$ cat src/rtl/pmdc_pkg.sv
// ----------------------------------------------------------------------------
// pmdc_pkg - shared types and constants for the prefix-min dominance counter
// Node and entry formats, sequencer states and the finish handshake struct.
// ----------------------------------------------------------------------------
package pmdc_pkg;

  localparam int TREE_SIZE_DEF = 1024;
  localparam int NODE_W        = 17;
  localparam int STR_W         = 16;
  localparam int RANK_W        = 11;
  localparam int COUNT_W       = 11;
  localparam int EPOCH_W       = 8;

  localparam logic [NODE_W-1:0]  EMPTY_NODE = {NODE_W{1'b1}};
  localparam logic [COUNT_W-1:0] COUNT_MAX  = {COUNT_W{1'b1}};
  localparam logic [EPOCH_W-1:0] EPOCH_MAX  = {EPOCH_W{1'b1}};

  typedef struct packed {
    logic [EPOCH_W-1:0] tag;
    logic [NODE_W-1:0]  val;
  } entry_t;

  localparam int ENTRY_W = $bits(entry_t);

  typedef enum logic [2:0] {
    S_IDLE,
    S_CLR,
    S_QLO,
    S_QHI,
    S_DECIDE,
    S_UP,
    S_UPW,
    S_FIN
  } seq_state_t;

  typedef struct packed {
    logic valid;
    logic best;
    logic new_set;
  } fin_t;

  function automatic logic [NODE_W-1:0] node_val(entry_t e, logic [EPOCH_W-1:0] epoch);
    return (e.tag == epoch) ? e.val : EMPTY_NODE;
  endfunction

  function automatic logic [NODE_W-1:0] node_min(logic [NODE_W-1:0] a,
                                                 logic [NODE_W-1:0] b);
    return (a < b) ? a : b;
  endfunction

endpackage

$ cat src/rtl/pmdc_seq.sv
// ----------------------------------------------------------------------------
// pmdc_seq - tree walk sequencer
// Runs the clearing sweep, the bottom-up prefix-min query and the root-path
// update against the node memory, one item at a time.
// ----------------------------------------------------------------------------
module pmdc_seq #(
  parameter int TREE_SIZE = pmdc_pkg::TREE_SIZE_DEF,
  parameter int AW        = $clog2(2 * TREE_SIZE)
) (
  input  logic                          clk,
  input  logic                          rst,
  input  logic                          item_valid,
  input  logic                          new_set,
  input  logic [pmdc_pkg::RANK_W-1:0]   rank,
  input  logic [pmdc_pkg::STR_W-1:0]    strength,
  output logic                          busy,
  output logic                          rd_en,
  output logic [AW-1:0]                 rd_addr,
  input  logic [pmdc_pkg::ENTRY_W-1:0]  rd_data,
  output logic                          wr_en,
  output logic [AW-1:0]                 wr_addr,
  output logic [pmdc_pkg::ENTRY_W-1:0]  wr_data,
  output pmdc_pkg::fin_t                fin,
  input  logic                          fin_ack
);

  import pmdc_pkg::*;

  localparam int LW    = $clog2(2 * TREE_SIZE + 1);
  localparam int RW    = $clog2(TREE_SIZE + 1);
  localparam int DEPTH = 2 * TREE_SIZE;

  seq_state_t state, state_next;

  logic [LW-1:0]      lo, hi;
  logic [LW-1:0]      lo_step, hi_step;
  logic [AW-1:0]      node;
  logic [AW-1:0]      clr_idx;
  logic [NODE_W-1:0]  best_min;
  logic [STR_W-1:0]   strength_q;
  logic [RW-1:0]      rank_q;
  logic [RW-1:0]      rank_sat;
  logic               new_set_q;
  logic               is_best_q;
  logic               item_held;
  logic               rd_pend;
  logic [EPOCH_W-1:0] epoch;
  logic               accept;
  logic               clr_last;
  logic               found_best;
  logic [NODE_W-1:0]  rd_val;
  entry_t             wr_entry;

  assign accept     = item_valid && (state == S_IDLE);
  assign clr_last   = (clr_idx == AW'(DEPTH - 1));
  assign rank_sat   = (32'(rank) > TREE_SIZE) ? RW'(TREE_SIZE) : RW'(rank);
  assign found_best = best_min > {1'b0, strength_q};
  assign rd_val     = node_val(entry_t'(rd_data), epoch);
  assign lo_step    = lo + LW'(lo[0]);
  assign hi_step    = hi - LW'(hi[0]);

  // next state
  always_comb begin
    state_next = state;
    unique case (state)
      S_IDLE: begin
        if (accept) begin
          state_next = (new_set && (epoch == EPOCH_MAX)) ? S_CLR : S_QLO;
        end
      end
      S_CLR: begin
        if (clr_last) begin
          state_next = item_held ? S_QLO : S_IDLE;
        end
      end
      S_QLO:    state_next = (lo < hi) ? S_QHI : S_DECIDE;
      S_QHI:    state_next = S_QLO;
      S_DECIDE: state_next = (found_best && (rank_q != '0)) ? S_UP : S_FIN;
      S_UP:     state_next = S_UPW;
      S_UPW: begin
        if (node <= AW'(1)) begin
          state_next = S_FIN;
        end
      end
      S_FIN: begin
        if (fin_ack) begin
          state_next = S_IDLE;
        end
      end
      default:  state_next = S_IDLE;
    endcase
  end

  // outputs
  always_comb begin
    busy         = (state != S_IDLE);
    rd_en        = 1'b0;
    rd_addr      = node;
    wr_en        = 1'b0;
    wr_addr      = node;
    wr_entry.tag = epoch;
    wr_entry.val = node_min(rd_val, {1'b0, strength_q});
    fin.valid    = (state == S_FIN);
    fin.best     = is_best_q;
    fin.new_set  = new_set_q;
    unique case (state)
      S_CLR: begin
        wr_en        = 1'b1;
        wr_addr      = clr_idx;
        wr_entry.tag = '0;
        wr_entry.val = EMPTY_NODE;
      end
      S_QLO: begin
        rd_en   = (lo < hi) && lo[0];
        rd_addr = lo[AW-1:0];
      end
      S_QHI: begin
        rd_en   = hi[0];
        rd_addr = hi_step[AW-1:0];
      end
      S_UP: begin
        rd_en = 1'b1;
      end
      S_UPW: begin
        wr_en   = 1'b1;
        rd_en   = (node > AW'(1));
        rd_addr = node >> 1;
      end
      default: begin
      end
    endcase
  end

  assign wr_data = wr_entry;

  always_ff @(posedge clk) begin
    if (rst) begin
      state     <= S_CLR;
      clr_idx   <= '0;
      epoch     <= '0;
      item_held <= 1'b0;
      rd_pend   <= 1'b0;
    end else begin
      state   <= state_next;
      rd_pend <= rd_en && ((state == S_QLO) || (state == S_QHI));
      if (state == S_CLR) begin
        clr_idx <= clr_idx + AW'(1);
      end
      if (accept) begin
        item_held <= 1'b1;
        clr_idx   <= '0;
        if (new_set) begin
          epoch <= epoch + EPOCH_W'(1);
        end
      end
    end
  end

  always_ff @(posedge clk) begin
    if (rd_pend) begin
      best_min <= node_min(best_min, rd_val);
    end
    unique case (state)
      S_IDLE: begin
        if (accept) begin
          strength_q <= strength;
          rank_q     <= rank_sat;
          new_set_q  <= new_set;
          lo         <= LW'(TREE_SIZE);
          hi         <= LW'(TREE_SIZE) + LW'(rank_sat);
          best_min   <= EMPTY_NODE;
        end
      end
      S_QLO: begin
        lo <= lo_step;
      end
      S_QHI: begin
        lo <= lo >> 1;
        hi <= hi_step >> 1;
      end
      S_DECIDE: begin
        is_best_q <= found_best;
        node      <= AW'(LW'(TREE_SIZE) + LW'(rank_q) - LW'(1));
      end
      S_UPW: begin
        node <= node >> 1;
      end
      default: begin
      end
    endcase
  end

  a_no_same_addr: assert property (@(posedge clk) disable iff (rst)
    (wr_en && rd_en) |-> (wr_addr != rd_addr))
    else $error("read and write hit the same node in one cycle");

  a_fold_after_query: assert property (@(posedge clk) disable iff (rst)
    rd_pend |-> ($past(state) == S_QLO || $past(state) == S_QHI))
    else $error("query data folded outside a query read");

  a_idle_quiet: assert property (@(posedge clk) disable iff (rst)
    (state == S_IDLE) |-> (!rd_en && !wr_en && !rd_pend))
    else $error("memory access while idle");

  a_hi_bound: assert property (@(posedge clk) disable iff (rst)
    (state == S_QLO || state == S_QHI) |-> (hi <= LW'(DEPTH)))
    else $error("query bound beyond tree");

endmodule

$ cat config.mk
export PLATFORM = sky130hd
export DESIGN_NAME = pmdc_seq
export DESIGN_NICKNAME = d
export VERILOG_FILES = /design/src/rtl/pmdc_pkg.sv /design/src/rtl/pmdc_seq.sv
export SDC_FILE = /design/constraint.sdc
export NUM_CORES = 1
export LEC_CHECK = 0
export ABC_CLOCK_PERIOD_IN_PS = 9300
export BUFFER_PORTS_ARGS = -buffer_cell sky130_fd_sc_hd__buf_2
export CAP_MARGIN = 20
export CORE_MARGIN = 10
export CORE_UTILIZATION = 46
export CTS_CLUSTER_SIZE = 25
export DETAILED_ROUTE_END_ITERATION = 10
export PLACE_DENSITY_LB_ADDON = 0.08
export REMOVE_ABC_BUFFERS = 1
export SLEW_MARGIN = 20
export SYNTH_ARGS = -nofsm -noshare
export SYNTH_HDL_FRONTEND = slang
export SYNTH_SLANG_ARGS = --single-unit
export TNS_END_PERCENT = 50
$ cat constraint.sdc
create_clock -name clk -period 9.3 [get_ports clk]
set_input_delay 1.395 -clock clk [delete_from_list [all_inputs] [get_ports clk]]
set_output_delay 1.395 -clock clk [all_outputs]
set_load 0.005 [all_outputs]
---- Word-level counts from Yosys, hierarchy flattened ----
Index checks and enable logic that the tools add are counted.
cells by class
  $add $sub $neg .......................... 7
  $lt $le $gt $ge ......................... 7
  mux-type cells .......................... 26
  reduce and logical (&&, ||, !) cells .... 19
  eq/ne operators ......................... 14
operators with widths
  cell                    count
  $mux 17                 6
  $pmux 12 s3             1
  $pmux 11 s3             1
  $mux 25                 1
  $mux 12                 2
  $pmux 12 s2             1
  $pmux 3 s8              1
  $mux 11                 2
  $pmux 11 s2             1
  $gt 17x16->1            1
  $lt 17x16->1            1
  $lt 17x17->1            1
  $mux 3                  5
  $add 11x11->12 const A  1
  $add 12x1->12           1
  $eq 3x3->1 const B      4
  $lt 12x12->1            1
  $sub 12x1->12           1
  $add 11x1->11 const B   1
  $add 11x11->11 const A  1
  $eq 11x11->1 const B    1
  $gt 11x1->1 const B     1
  $gt 11x11->1 const B    1
  $le 11x1->1 const B     1
  20 further kinds        35
word-level totals
  output and inout bits ................... 53
  word-level logic and storage cells ...... 86
  input port bits ......................... 57
  register bits ........................... 105

---- Logic depth before layout (Yosys ltp) ----
Gate-level depths: netlist of run 1.
  word-level depth ........................ 7
  mapped depth ............................ 16

---- Least setup slack after synthesis of run 1 ----
No wires, ideal clock.
  kind .................................... input-to-output
  start ................................... input rd_data[23] (netlist bit)
  end ..................................... output wr_data[10] (netlist bit)
  slack ................................... 3.936 ns
  arrival time ............................ 3.969 ns
  stages on the path ...................... 12
  data required time ...................... 7.905 ns
  cell sequence ........................... xnor2_1 > nand4_2 > clkbuf_1 > or3_1 > ha_1 > a21o_1 > a211oi_1 > o2111ai_1 > o221a_2 > clkbuf_2 > nor3b_1 > a2111oi_2
on the way
  word-level cells in the longest chain between the ends .. 5
RTL lines
  element          RTL line         source
  start, declared  pmdc_seq.sv:19   input logic [pmdc_pkg::ENTRY_W-1:0] rd_data,
  $eq 8x8->1 *     pmdc_pkg.sv:43   return (e.tag == epoch) ? e.val : EMPTY_NODE;
  $mux 17 *        pmdc_pkg.sv:43
  $lt 17x16->1     pmdc_pkg.sv:48   return (a < b) ? a : b;
  $mux 17 *        pmdc_pkg.sv:48
  $mux 25 *        pmdc_seq.sv:106  unique case (state)
  end, declared    pmdc_seq.sv:22   output logic [pmdc_pkg::ENTRY_W-1:0] wr_data,
Every way passes the cells marked *; elsewhere a longest branch is shown, timed or not.

---- Worst setup path after layout of run 1 ----
  start ................................... input rd_data[18] (netlist bit)
  end ..................................... output wr_data[11] (netlist bit)
The elaborated chain is that of the path after synthesis.

==> impl_metrics.toml, run 1 <==
[global_route]
largest_net_degree_at_the_start_of_global_routing = 54
wire_length_of_the_first_global_routing_pass_um = 33700
use_met1_pct = 21.6
gr-total-overflow = 0
gr-usage-met2_pct = 34.0
first_global_vias = 6547
grt_antenna_before_repair = 0
global_route.usage.met3_pct = 4.51
grt.total_usage_pct = 19.1
busiest_layer = "met2"

[finish]
register_area_um2 = 2740
mostFrequentLayoutCell = "sky130_fd_sc_hd__nor2_1"
multiInputGateArea_um2 = 4240
num-nets-final = 1043
fin_util_pct = 52.4
antenna-diode-count = 0
final_design_area_no_fill_um2 = 8300
final_cell_mix = "112 x sky130_fd_sc_hd__nor2_1, 109 x sky130_fd_sc_hd__buf_2, 88 x sky130_fd_sc_hd__nand2_1, 64 x sky130_fd_sc_hd__edfxtp_1, 60 x sky130_fd_sc_hd__ha_1"
layoutNonFillerInstCount = 1147
layout-drive-gt1-share_pct = 17.6
num-fill-cells = 1568
area.growth.synth_to_final_pct = 12.2

[hold_path]
hold_class = "flip-flop to flip-flop"

[place]
place.detailed.instances = 1131
placement.io_buffers = 109
place_congestion = 0.885
detailed_place_hpwl_um = 15400
post_dp_cell_area_um2 = 8010

[synth]
postSynthRegisterBits = 105
yosys_most_used_dff = "sky130_fd_sc_hd__edfxtp_1"
synth_area_leaders = "sky130_fd_sc_hd__edfxtp_1 26%, sky130_fd_sc_hd__dfxtp_1 11%, sky130_fd_sc_hd__ha_1 10%"
syn_area_um2 = 7390
synthesis.area_per_instance_um2 = 8.72
fraction_of_registers_with_async_set_or_reset_after_synthesis_pct = 0
area_share_of_the_largest_cell_type_after_synthesis_pct = 26.0
ys_warn_count = 0
postSynthCellCount = 848
synth_enable_flop_cells = 64
yosysTopAreaCell = "sky130_fd_sc_hd__edfxtp_1"
ys_types = 62
portion_of_the_post_synthesis_area_used_by_sequential_elements_pct = 37.1

[clock_tree]
cts_made_buffers = 9
cts_setup_buffers = 0
h-tree-depth = 3
worstSkewPairLatency_ns = 0.37
tritoncts_num_sinks = 105
root_buffer = "sky130_fd_sc_hd__clkbuf_16"
maximum_number_of_buffers_from_clock_root_to_sink = 2
cts_tree = "built"
clk_pin_slew_worst_paths_ns = 0.08
ctsResizeCount = 0
cts_hold_buf = 0

[power_and_ir_drop]
power.combinational.fraction_pct = 16.1
netSwitchingPower_mw = 0.322
power.sequential.fraction_pct = 50.3
intPower_mw = 0.813
proportion_of_total_power_due_to_net_switching_pct = 28.4
power.ir.vdd_worst_mv = 0.0945
clock_power_share_pct = 33.6
cellPowerDensity_nw_per_um2 = 137
power.static_leakage_nw = 3.39

[timing]
final_setup_violation_count = 0
drv_slew = 0
max_freq_ghz = 0.157
slew_headroom_pct = 33.4
finalCritPeriodShare_pct = 68.4
rsz_0062_raised_after_global_routing = "no"
finalWorstPathRequiredPeriod_ns = 6.36
timing_hold_violations_final = 0
worstMarginPinSlew_ns = 0.995
timing.setup.tns_ns = 0
fin_worst_skew_ns = 0.00885

[critical_path]
critical-path-max-stage-delay_ns = 0.63
worstSetupPathType = "primary input to primary output"
ordered_list_of_cells_on_the_worst_path = "buf_2 > xnor2_1 > nand4_2 > or2_4 > nor2_1 > inv_1 > ha_1 > and4_1 > nand4_1 > a211oi_2 > o221a_2 > nor3_1 > a2111oi_2 > buf_2"
crit_arrival_ns = 4.97
critPathRequiredTime_ns = 7.91
crit_path_frequent_cell = "sky130_fd_sc_hd__buf_2"
timing.critical_path.slowest_stage_cell = "sky130_fd_sc_hd__o221a_2"
cp-end-kind = "primary output"
worstSetupStartpointType = "primary input"
worstPathMaxFanout = 32

[drt]
drt_iter0_markers = 541
via_count = 6500
antenna_violating_nets_post_route = 0
routed_wirelength_um = 20700
drcViolationCount = 0
detailedRoute.firstPassIterationCount = 5
post_drt_wl_per_cell_um = 18.1
drt-vias-per-instance = 5.67

[floorplan]
die_x_um = 147
core-area_um2 = 15800
floorplan.die.height_um = 147
floorplan.rows = 46
design.die.area_um2 = 21500
start_util_pct = 46.7
top_level_ports = 110

[status]
outcome = "complete, no violations"

[run]
maxCapViolations = 0
[worst paths after layout]
path | startpoint | endpoint | slack (ns) | depth (start not counted)
hold / removal | item_held | item_held | 0.48 | 2
setup / recovery | rd_data[18] | wr_data[11] | 2.94 | 14
hold reg to reg | item_held | item_held | 0.48 | 2
setup reg to reg | epoch[1] | best_min[6] | 5.43 | 13
[power by group through the flow]
stage,Combinational [mW],Clock [mW],Sequential [mW]
4_1_cts,0.184,0.391,0.571
6_report,0.183,0.381,0.571
3_3_place_gp,0.175,0,0.581
5_1_grt,0.211,0.410,0.579
2_1_floorplan,0.128,0,0.571
3_5_place_dp,0.182,0,0.581
[worst max-delay path: cells and delay by family]
family,cells,cell delay (ns)
adders and majority gates,1,0.27
and+or+nand+nor,6,1.58
buffers and inverters,3,0.35
AOI/OAI and AO/OA,3,1.18
xor gates and xnor gates,1,0.18
[per-layer routing]
metal	part of all wire [%]	vias up
met5	0	-
met2	51	193
li1	-	3183
met1	41	3080
met3	5.2	44
met4	2.8	0
[final cells by class]
type	instances	area share, %
well taps	216	3.26
clock buffers	10	2.88
clock inverters	6	0.573
multi-input cells	647	51.1
flip-flops and latches	105	33.1
repair buffers	112	6.85
inverters	51	2.31
[flip-flops by register name, indices dropped and copies added (netlist names)]
name	flops
best_min	17
item_held	1
strength_q	16
rd_pend	1
hi	12
new_set_q	1
state	3
is_best_q	1
clr_idx	11
lo	12
rank_q	11
node	11
epoch	8
[through the flow]
stage	setup WS (ns)	hold slack (ns)	total power [mW]
floorplan	3.85	0.442	0.699
global placement	3.08	0.461	0.757
detailed placement	2.94	0.466	0.763
CTS	2.93	0.485	1.15
global route	2.66	0.512	1.20
finish	2.94	0.479	1.14
[cells by family (layout without fill, tap and decap cells)]
family                     count (synthesis)  after routing  synth area share (%)
AOI/OAI and AO/OA                        150            150                  13.8
xor gates and xnor gates                  42             42                  4.98
adders and majority gates                 63             63                  10.6
buffers and inverters                     96            179                  5.58
DFF                                      105            105                  37.1
muxes                                     28             28                  3.93
and+or+nand+nor                          364            364                  24.1
[Yosys cell counts, types with 9 or more instances]
| library cell | number |
|---|---|
| sky130_fd_sc_hd__a2111oi_2 | 13 |
| sky130_fd_sc_hd__a21o_1 | 9 |
| sky130_fd_sc_hd__a21oi_1 | 51 |
| sky130_fd_sc_hd__and2_1 | 10 |
| sky130_fd_sc_hd__clkbuf_1 | 31 |
| sky130_fd_sc_hd__dfxtp_1 | 41 |
| sky130_fd_sc_hd__edfxtp_1 | 64 |
| sky130_fd_sc_hd__ha_1 | 60 |
| sky130_fd_sc_hd__inv_1 | 48 |
| sky130_fd_sc_hd__mux2i_1 | 20 |
| sky130_fd_sc_hd__nand2_1 | 88 |
| sky130_fd_sc_hd__nand3_1 | 19 |
| sky130_fd_sc_hd__nand4_1 | 13 |
| sky130_fd_sc_hd__nor2_1 | 112 |
| sky130_fd_sc_hd__nor2b_1 | 17 |
| sky130_fd_sc_hd__nor3_1 | 44 |
| sky130_fd_sc_hd__nor3b_1 | 14 |
| sky130_fd_sc_hd__o21ai_0 | 28 |
| sky130_fd_sc_hd__o22ai_1 | 18 |
| sky130_fd_sc_hd__or3_1 | 17 |
| sky130_fd_sc_hd__xnor2_1 | 22 |
| sky130_fd_sc_hd__xor2_1 | 20 |
No activity file was read; power rests on OpenSTA's default activity.
==> inputs of run 2 (changes only) <==
--- a/config.mk
+++ b/config.mk
@@ -5,7 +5,8 @@
 export SDC_FILE = /design/constraint.sdc
 export NUM_CORES = 1
 export LEC_CHECK = 0
-export ABC_CLOCK_PERIOD_IN_PS = 9300
+export ABC_AREA = 1
+export ABC_CLOCK_PERIOD_IN_PS = 6400
 export BUFFER_PORTS_ARGS = -buffer_cell sky130_fd_sc_hd__buf_2
 export CAP_MARGIN = 20
 export CORE_MARGIN = 10
==> constraint.sdc (replaced) <==
create_clock -name clk -period 6.4 [get_ports clk]
set_input_delay 0.96 -clock clk [delete_from_list [all_inputs] [get_ports clk]]
set_output_delay 0.96 -clock clk [all_outputs]
set_load 0.005 [all_outputs]
==> run 2 against run 1 <==
Against the previous run: register-to-register slack got worse by 2.2 ns; highest routed layer unchanged; area after synthesis decreased by 4.6%; critical path type unchanged; worst hold slack got worse by 0.0063 ns; synthesized cell count increased by 9.9%.
==> impl_metrics.toml, run 2 <==
[status]
outcome = "complete, no violations"

[synth]
ys_types = 49
postSynthCellCount = 932
synth_enable_flop_cells = 64
syn_area_um2 = 7050
yosys_most_used_dff = "sky130_fd_sc_hd__edfxtp_1"
postSynthRegisterBits = 105
area_share_of_the_largest_cell_type_after_synthesis_pct = 27.2
ys_warn_count = 0
synthesis.area_per_instance_um2 = 7.57
yosysTopAreaCell = "sky130_fd_sc_hd__edfxtp_1"
ranking_of_synthesized_cells_by_instance_count = "214 x sky130_fd_sc_hd__nand2_1, 148 x sky130_fd_sc_hd__inv_1, 90 x sky130_fd_sc_hd__nor2_1"
fraction_of_registers_with_async_set_or_reset_after_synthesis_pct = 0
most_numerous_cell_in_the_yosys_netlist = "sky130_fd_sc_hd__nand2_1"
synth_area_leaders = "sky130_fd_sc_hd__edfxtp_1 27%, sky130_fd_sc_hd__dfxtp_1 12%, sky130_fd_sc_hd__nand2_1 11%"
portion_of_the_post_synthesis_area_used_by_sequential_elements_pct = 38.9

[power_and_ir_drop]
cellPowerDensity_nw_per_um2 = 276
power.static_leakage_nw = 3.81
power.ir.vdd_worst_mv = 0.164
intPower_mw = 1.38
netSwitchingPower_mw = 0.845
power.combinational.fraction_pct = 33.3
clock_power_share_pct = 26.0
proportion_of_total_power_due_to_net_switching_pct = 38.0
power.sequential.fraction_pct = 40.6

[finish]
num-nets-final = 1148
final_cell_mix = "214 x sky130_fd_sc_hd__nand2_1, 148 x sky130_fd_sc_hd__inv_1, 109 x sky130_fd_sc_hd__buf_2, 90 x sky130_fd_sc_hd__nor2_1, 73 x sky130_fd_sc_hd__nand3_1"
top_regs = "best_min: 17 flops, strength_q: 16 flops"
layout-drive-gt1-share_pct = 15.1
area.growth.synth_to_final_pct = 14.1
antenna-diode-count = 0
largest_register_ffs = 17
multiInputGateArea_um2 = 3590
mostFrequentLayoutCell = "sky130_fd_sc_hd__nand2_1"
registers.top_by_ff_count = "best_min"
num-fill-cells = 1530
register_area_um2 = 2740

[floorplan]
core-area_um2 = 15100
start_util_pct = 46.7
design.die.area_um2 = 20700
top_level_ports = 110
floorplan.rows = 45
die_x_um = 144
floorplan.die.height_um = 144

[critical_path]
worstPathMaxFanout = 17
worstSetupStartpointType = "primary input"
worst_r2r_path_depth = 18
regToRegSetupSlack_ns = 3.23
rr_endpoint = "best_min[14]"
worstSetupPathType = "primary input to primary output"
cp-end-kind = "primary output"
critPathRequiredTime_ns = 5.44
crit_arrival_ns = 3.75
critical_path.reg2reg.startpoint = "epoch[6]"

[global_route]
grt_antenna_before_repair = 0
grt.total_usage_pct = 20.2
largest_net_degree_at_the_start_of_global_routing = 44
first_global_vias = 6439
wire_length_of_the_first_global_routing_pass_um = 33300
gr-total-overflow = 0

[drt]
detailroute.wirelength.met2_um = 10000
drt_iter0_markers = 351
drt-met1-wl_um = 9060
wl_met3_um = 1130
detailedRoute.firstPassIterationCount = 5
post_drt_wl_per_cell_um = 16.8
antenna_violating_nets_post_route = 0
drt-vias-per-instance = 5.31
drcViolationCount = 0
top_layer_used = "met4"
via_count = 6500
routed_wirelength_um = 20500

[clock_tree]
cts_made_buffers = 9
maximum_number_of_buffers_from_clock_root_to_sink = 2
root_buffer = "sky130_fd_sc_hd__clkbuf_16"
cts_tree = "built"
tritoncts_num_sinks = 105
worstSkewPairLatency_ns = 0.36
clk_pin_slew_worst_paths_ns = 0.07
ctsResizeCount = 0
cts_hold_buf = 0
h-tree-depth = 3
cts_setup_buffers = 0

[timing]
max_freq_ghz = 0.212
drv_slew = 0
holdWs_ns = 0.473
rsz_0062_raised_after_global_routing = "no"
timing.setup.tns_ns = 0
final_setup_violation_count = 0
finalWorstPathRequiredPeriod_ns = 4.71
worstMarginPinSlew_ns = 0.989
fin_worst_skew_ns = 0.00923
finalCritPeriodShare_pct = 73.7
timing_hold_violations_final = 0
slew_headroom_pct = 33.6

[run]
maxCapViolations = 0

[place]
place_congestion = 0.883
detailed_place_hpwl_um = 15900
placement.io_buffers = 109

[hold_path]
startpoint_of_the_tightest_hold_check_path = "clr_idx[10]"
whs_endpoint = "clr_idx[10]"
hold_depth = 2
hold_class = "flip-flop to flip-flop"
[run 2: changes by cell type in the layout (fill, tap and decap cells not counted), sizes merged, moves of 20 or more]
cell | previous run | this run
nand2 | 88 | 221
inv | 55 | 157
mux2i | 20 | 0
nor3 | 46 | 17
nand3 | 20 | 74
[run 2: cells by family after synthesis]
family                     Yosys count  share of synthesized area [%]
DFF                                105                           38.9
buffers and inverters              183                           10.3
xor gates and xnor gates             6                          0.745
and+or+nand+nor                    453                           29.0
AOI/OAI and AO/OA                  125                           10.5
adders and majority gates           60                           10.6
[run 2: final cells by class]
class	count	area share, %
Sequential cell	105	34.1
Clock buffer	9	2.80
Inverter	156	7.31
Timing Repair Buffer	115	7.34
Tap cell	188	2.92
Multi-Input combinational cell	644	44.6
Clock inverter	7	0.979
[run 2: power groups by stage]
stage | Combinational (mW) | Sequential [mW] | Clock, mW
5_1_grt | 0.830 | 0.913 | 0.618
6_report | 0.741 | 0.903 | 0.579
3_5_place_dp | 0.736 | 0.916 | 0
2_1_floorplan | 0.490 | 0.884 | 0
4_1_cts | 0.741 | 0.902 | 0.594
3_3_place_gp | 0.730 | 0.917 | 0
[run 2: through the flow]
stage	setup slack [ns]	utilization, %	cell area, um2	cells	power (mW)
global route	1.33	53.3	8050	1224	2.36
CTS	1.68	53.3	8050	1224	2.24
finish	1.69	53.3	8050	1224	2.22
detailed placement	1.69	51.3	7740	1208	1.65
floorplan	2.41	-	6920	905	1.37
global placement	1.72	51.3	7740	1208	1.65
[run 2: worst max-delay path: stages]
cell,delay (ns)
sky130_fd_sc_hd__buf_2,0.08
sky130_fd_sc_hd__inv_1,0.03
sky130_fd_sc_hd__nand2_1,0.04
sky130_fd_sc_hd__nand2_1,0.05
sky130_fd_sc_hd__nor2_1,0.16
sky130_fd_sc_hd__nand2_2,0.12
sky130_fd_sc_hd__nor2_8,0.20
sky130_fd_sc_hd__inv_4,0.12
sky130_fd_sc_hd__nor2_1,0.17
sky130_fd_sc_hd__inv_1,0.11
sky130_fd_sc_hd__ha_1,0.31
sky130_fd_sc_hd__a21oi_1,0.14
sky130_fd_sc_hd__o21ai_0,0.15
sky130_fd_sc_hd__a21oi_4,0.46
sky130_fd_sc_hd__nand3_4,0.28
sky130_fd_sc_hd__nand2_1,0.13
sky130_fd_sc_hd__nand3_1,0.07
sky130_fd_sc_hd__buf_2,0.15
[run 2: how the worst max path moves through the flow]
stage | cells past startpoint | slack (ns) | start | end
5_1_grt | 19 | 1.33 | rd_data[23] | wr_data[7]
2_1_floorplan | 16 | 2.41 | rd_data[22] | wr_data[0]
6_report | 18 | 1.69 | rd_data[23] | wr_data[15]
3_5_place_dp | 18 | 1.69 | rd_data[23] | wr_data[15]
3_3_place_gp | 20 | 1.72 | rd_data[23] | wr_data[14]
4_1_cts | 18 | 1.68 | rd_data[23] | wr_data[15]
[run 2: layer usage]
layer / up-vias / track usage (%)
met1: 2983 / 25.0
li1: 3315 / -
met3: 22 / 4.46
met2: 180 / 34.8
met4: 0 / 5.05
met5: - / 0
==> inputs of run 3 (changes only) <==
--- a/config.mk
+++ b/config.mk
@@ -6,7 +6,7 @@
 export NUM_CORES = 1
 export LEC_CHECK = 0
 export ABC_AREA = 1
-export ABC_CLOCK_PERIOD_IN_PS = 6400
+export ABC_CLOCK_PERIOD_IN_PS = 4700
 export BUFFER_PORTS_ARGS = -buffer_cell sky130_fd_sc_hd__buf_2
 export CAP_MARGIN = 20
 export CORE_MARGIN = 10
==> constraint.sdc (replaced) <==
create_clock -name clk -period 4.7 [get_ports clk]
set_input_delay 0.705 -clock clk [delete_from_list [all_inputs] [get_ports clk]]
set_output_delay 0.705 -clock clk [all_outputs]
set_load 0.005 [all_outputs]
==> run 3 against run 2 <==
Against the previous run: utilization up 0.091 points; sequential cell count unchanged; via count down 1.9%; cell area up 0.17%; die area unchanged; clock power up 36%; first-iteration DRC count up 21%; highest routed layer unchanged.
==> impl_metrics.toml, run 3 (synthesis results as in run 2) <==
[timing]
timing_hold_violations_final = 0
drv_slew = 0
holdWs_ns = 0.481
fin_worst_skew_ns = 0.0100
slew_headroom_pct = 43.0
max_freq_ghz = 0.238
finalWorstSetupSlack_ns = 0.503
worstMarginPinSlew_ns = 0.854
finalWorstPathRequiredPeriod_ns = 4.20
final_setup_violation_count = 0
timing.setup.tns_ns = 0
rsz_0062_raised_after_global_routing = "no"
finalCritPeriodShare_pct = 89.3

[finish]
antenna-diode-count = 0
fin_util_pct = 53.4
layout-drive-gt1-share_pct = 15.1
mostFrequentLayoutCell = "sky130_fd_sc_hd__nand2_1"
top_regs = "best_min: 17 flops, strength_q: 16 flops"
num-nets-final = 1150
final_cell_mix = "214 x sky130_fd_sc_hd__nand2_1, 148 x sky130_fd_sc_hd__inv_1, 109 x sky130_fd_sc_hd__buf_2, 90 x sky130_fd_sc_hd__nor2_1, 73 x sky130_fd_sc_hd__nand3_1"
largest_register_ffs = 17
registers.top_by_ff_count = "best_min"
num-fill-cells = 1512
area.growth.synth_to_final_pct = 14.3

[clock_tree]
root_buffer = "sky130_fd_sc_hd__clkbuf_16"
worstSkewPairLatency_ns = 0.36
h-tree-depth = 3
cts_made_buffers = 9
clk_pin_slew_worst_paths_ns = 0.07
cts_hold_buf = 0
cts_setup_buffers = 0
maximum_number_of_buffers_from_clock_root_to_sink = 2
ctsResizeCount = 0
tritoncts_num_sinks = 105
cts_tree = "built"

[hold_path]
hold_depth = 2
hold_class = "flip-flop to flip-flop"

[global_route]
first_global_vias = 6285
grt.total_usage_pct = 20.2
largest_net_degree_at_the_start_of_global_routing = 37
wire_length_of_the_first_global_routing_pass_um = 32900
gr-total-overflow = 0
grt_antenna_before_repair = 0

[run]
maxCapViolations = 0

[drt]
drt_iter0_markers = 425
via_count = 6377
routed_wirelength_um = 20400
detailedRoute.firstPassIterationCount = 5
drt-vias-per-instance = 5.20
antenna_violating_nets_post_route = 0
post_drt_wl_per_cell_um = 16.6
drcViolationCount = 0

[critical_path]
critPathRequiredTime_ns = 3.99
worstPathMaxFanout = 17
crit_arrival_ns = 3.49
worstSetupStartpointType = "flip-flop"
worstSetupPathType = "flip-flop to primary output"
cp-end-kind = "primary output"
worst_r2r_path_depth = 18

[floorplan]
top_level_ports = 110
start_util_pct = 46.7
floorplan.die.height_um = 144
floorplan.rows = 45
core-area_um2 = 15100
design.die.area_um2 = 20700
die_x_um = 144

[place]
place_congestion = 0.894
pre_cts_slack_ns = 0.545
placement.io_buffers = 109
detailed_place_hpwl_um = 15900

[power_and_ir_drop]
power.ir.vdd_worst_mv = 0.286
cellPowerDensity_nw_per_um2 = 374
power.static_leakage_nw = 3.83

[status]
outcome = "complete, no violations"
-- run 3: worst max-delay path, stage by stage (launching register included) --
cell and delay, ns:
sky130_fd_sc_hd__dfxtp_1 0.46, sky130_fd_sc_hd__inv_2 0.04, sky130_fd_sc_hd__nand2_1 0.05, sky130_fd_sc_hd__nand2_1 0.05
sky130_fd_sc_hd__nor2_1 0.13, sky130_fd_sc_hd__nand2_2 0.11, sky130_fd_sc_hd__nor2_8 0.20, sky130_fd_sc_hd__inv_4 0.12
sky130_fd_sc_hd__nor2_1 0.16, sky130_fd_sc_hd__inv_1 0.09, sky130_fd_sc_hd__ha_1 0.31, sky130_fd_sc_hd__a21oi_1 0.14
sky130_fd_sc_hd__o21ai_0 0.15, sky130_fd_sc_hd__a21oi_4 0.47, sky130_fd_sc_hd__nand3_4 0.29, sky130_fd_sc_hd__nand2_1 0.14
sky130_fd_sc_hd__nand3_1 0.07, sky130_fd_sc_hd__buf_2 0.14
-- run 3: where the power goes --
group          internal (mW)  switching [mW]
clock network          0.419           0.367
logic                  0.342           0.663
registers               1.12           0.111
total                   1.88            1.14
-- run 3: layer usage --
layer  vias up  part of all wire [%]  track usage, %
li1       3319                     -               -
met1      2885                    44            25.6
met2       154                    49            34.0
met3        19                   5.2            4.69
met4         0                   1.4            4.62
met5         -                     0               0
-- run 3: worst paths after layout --
| check | start | endpoint | slack [ns] |
|---|---|---|---|
| max | epoch[6] | wr_data[7] | 0.50 |
| min | clr_idx[10] | clr_idx[10] | 0.48 |
| max reg2reg | epoch[6] | best_min[10] | 1.53 |
| min reg2reg | clr_idx[10] | clr_idx[10] | 0.48 |
-- run 3: area by class of cell --
class                      instances  area [um2]  share of cell area, %
clock buffer                       9         225                   2.79
sequential                       105        2740                   34.0
multi-input combinational        644        3590                   44.5
inverter                         156         588                   7.29
clock inverter                     7        77.6                  0.962
timing repair buffer             117         606                   7.51
tap                              188         235                   2.92
-- run 3: metrics by stage --
step | area [um2] | cells | total power, mW
6_report | 8060 | 1226 | 3.02
2_1_floorplan | 6920 | 905 | 1.87
3_5_place_dp | 7760 | 1210 | 2.25
5_1_grt | 8060 | 1226 | 3.23
4_1_cts | 8060 | 1226 | 3.04
3_3_place_gp | 7760 | 1210 | 2.24
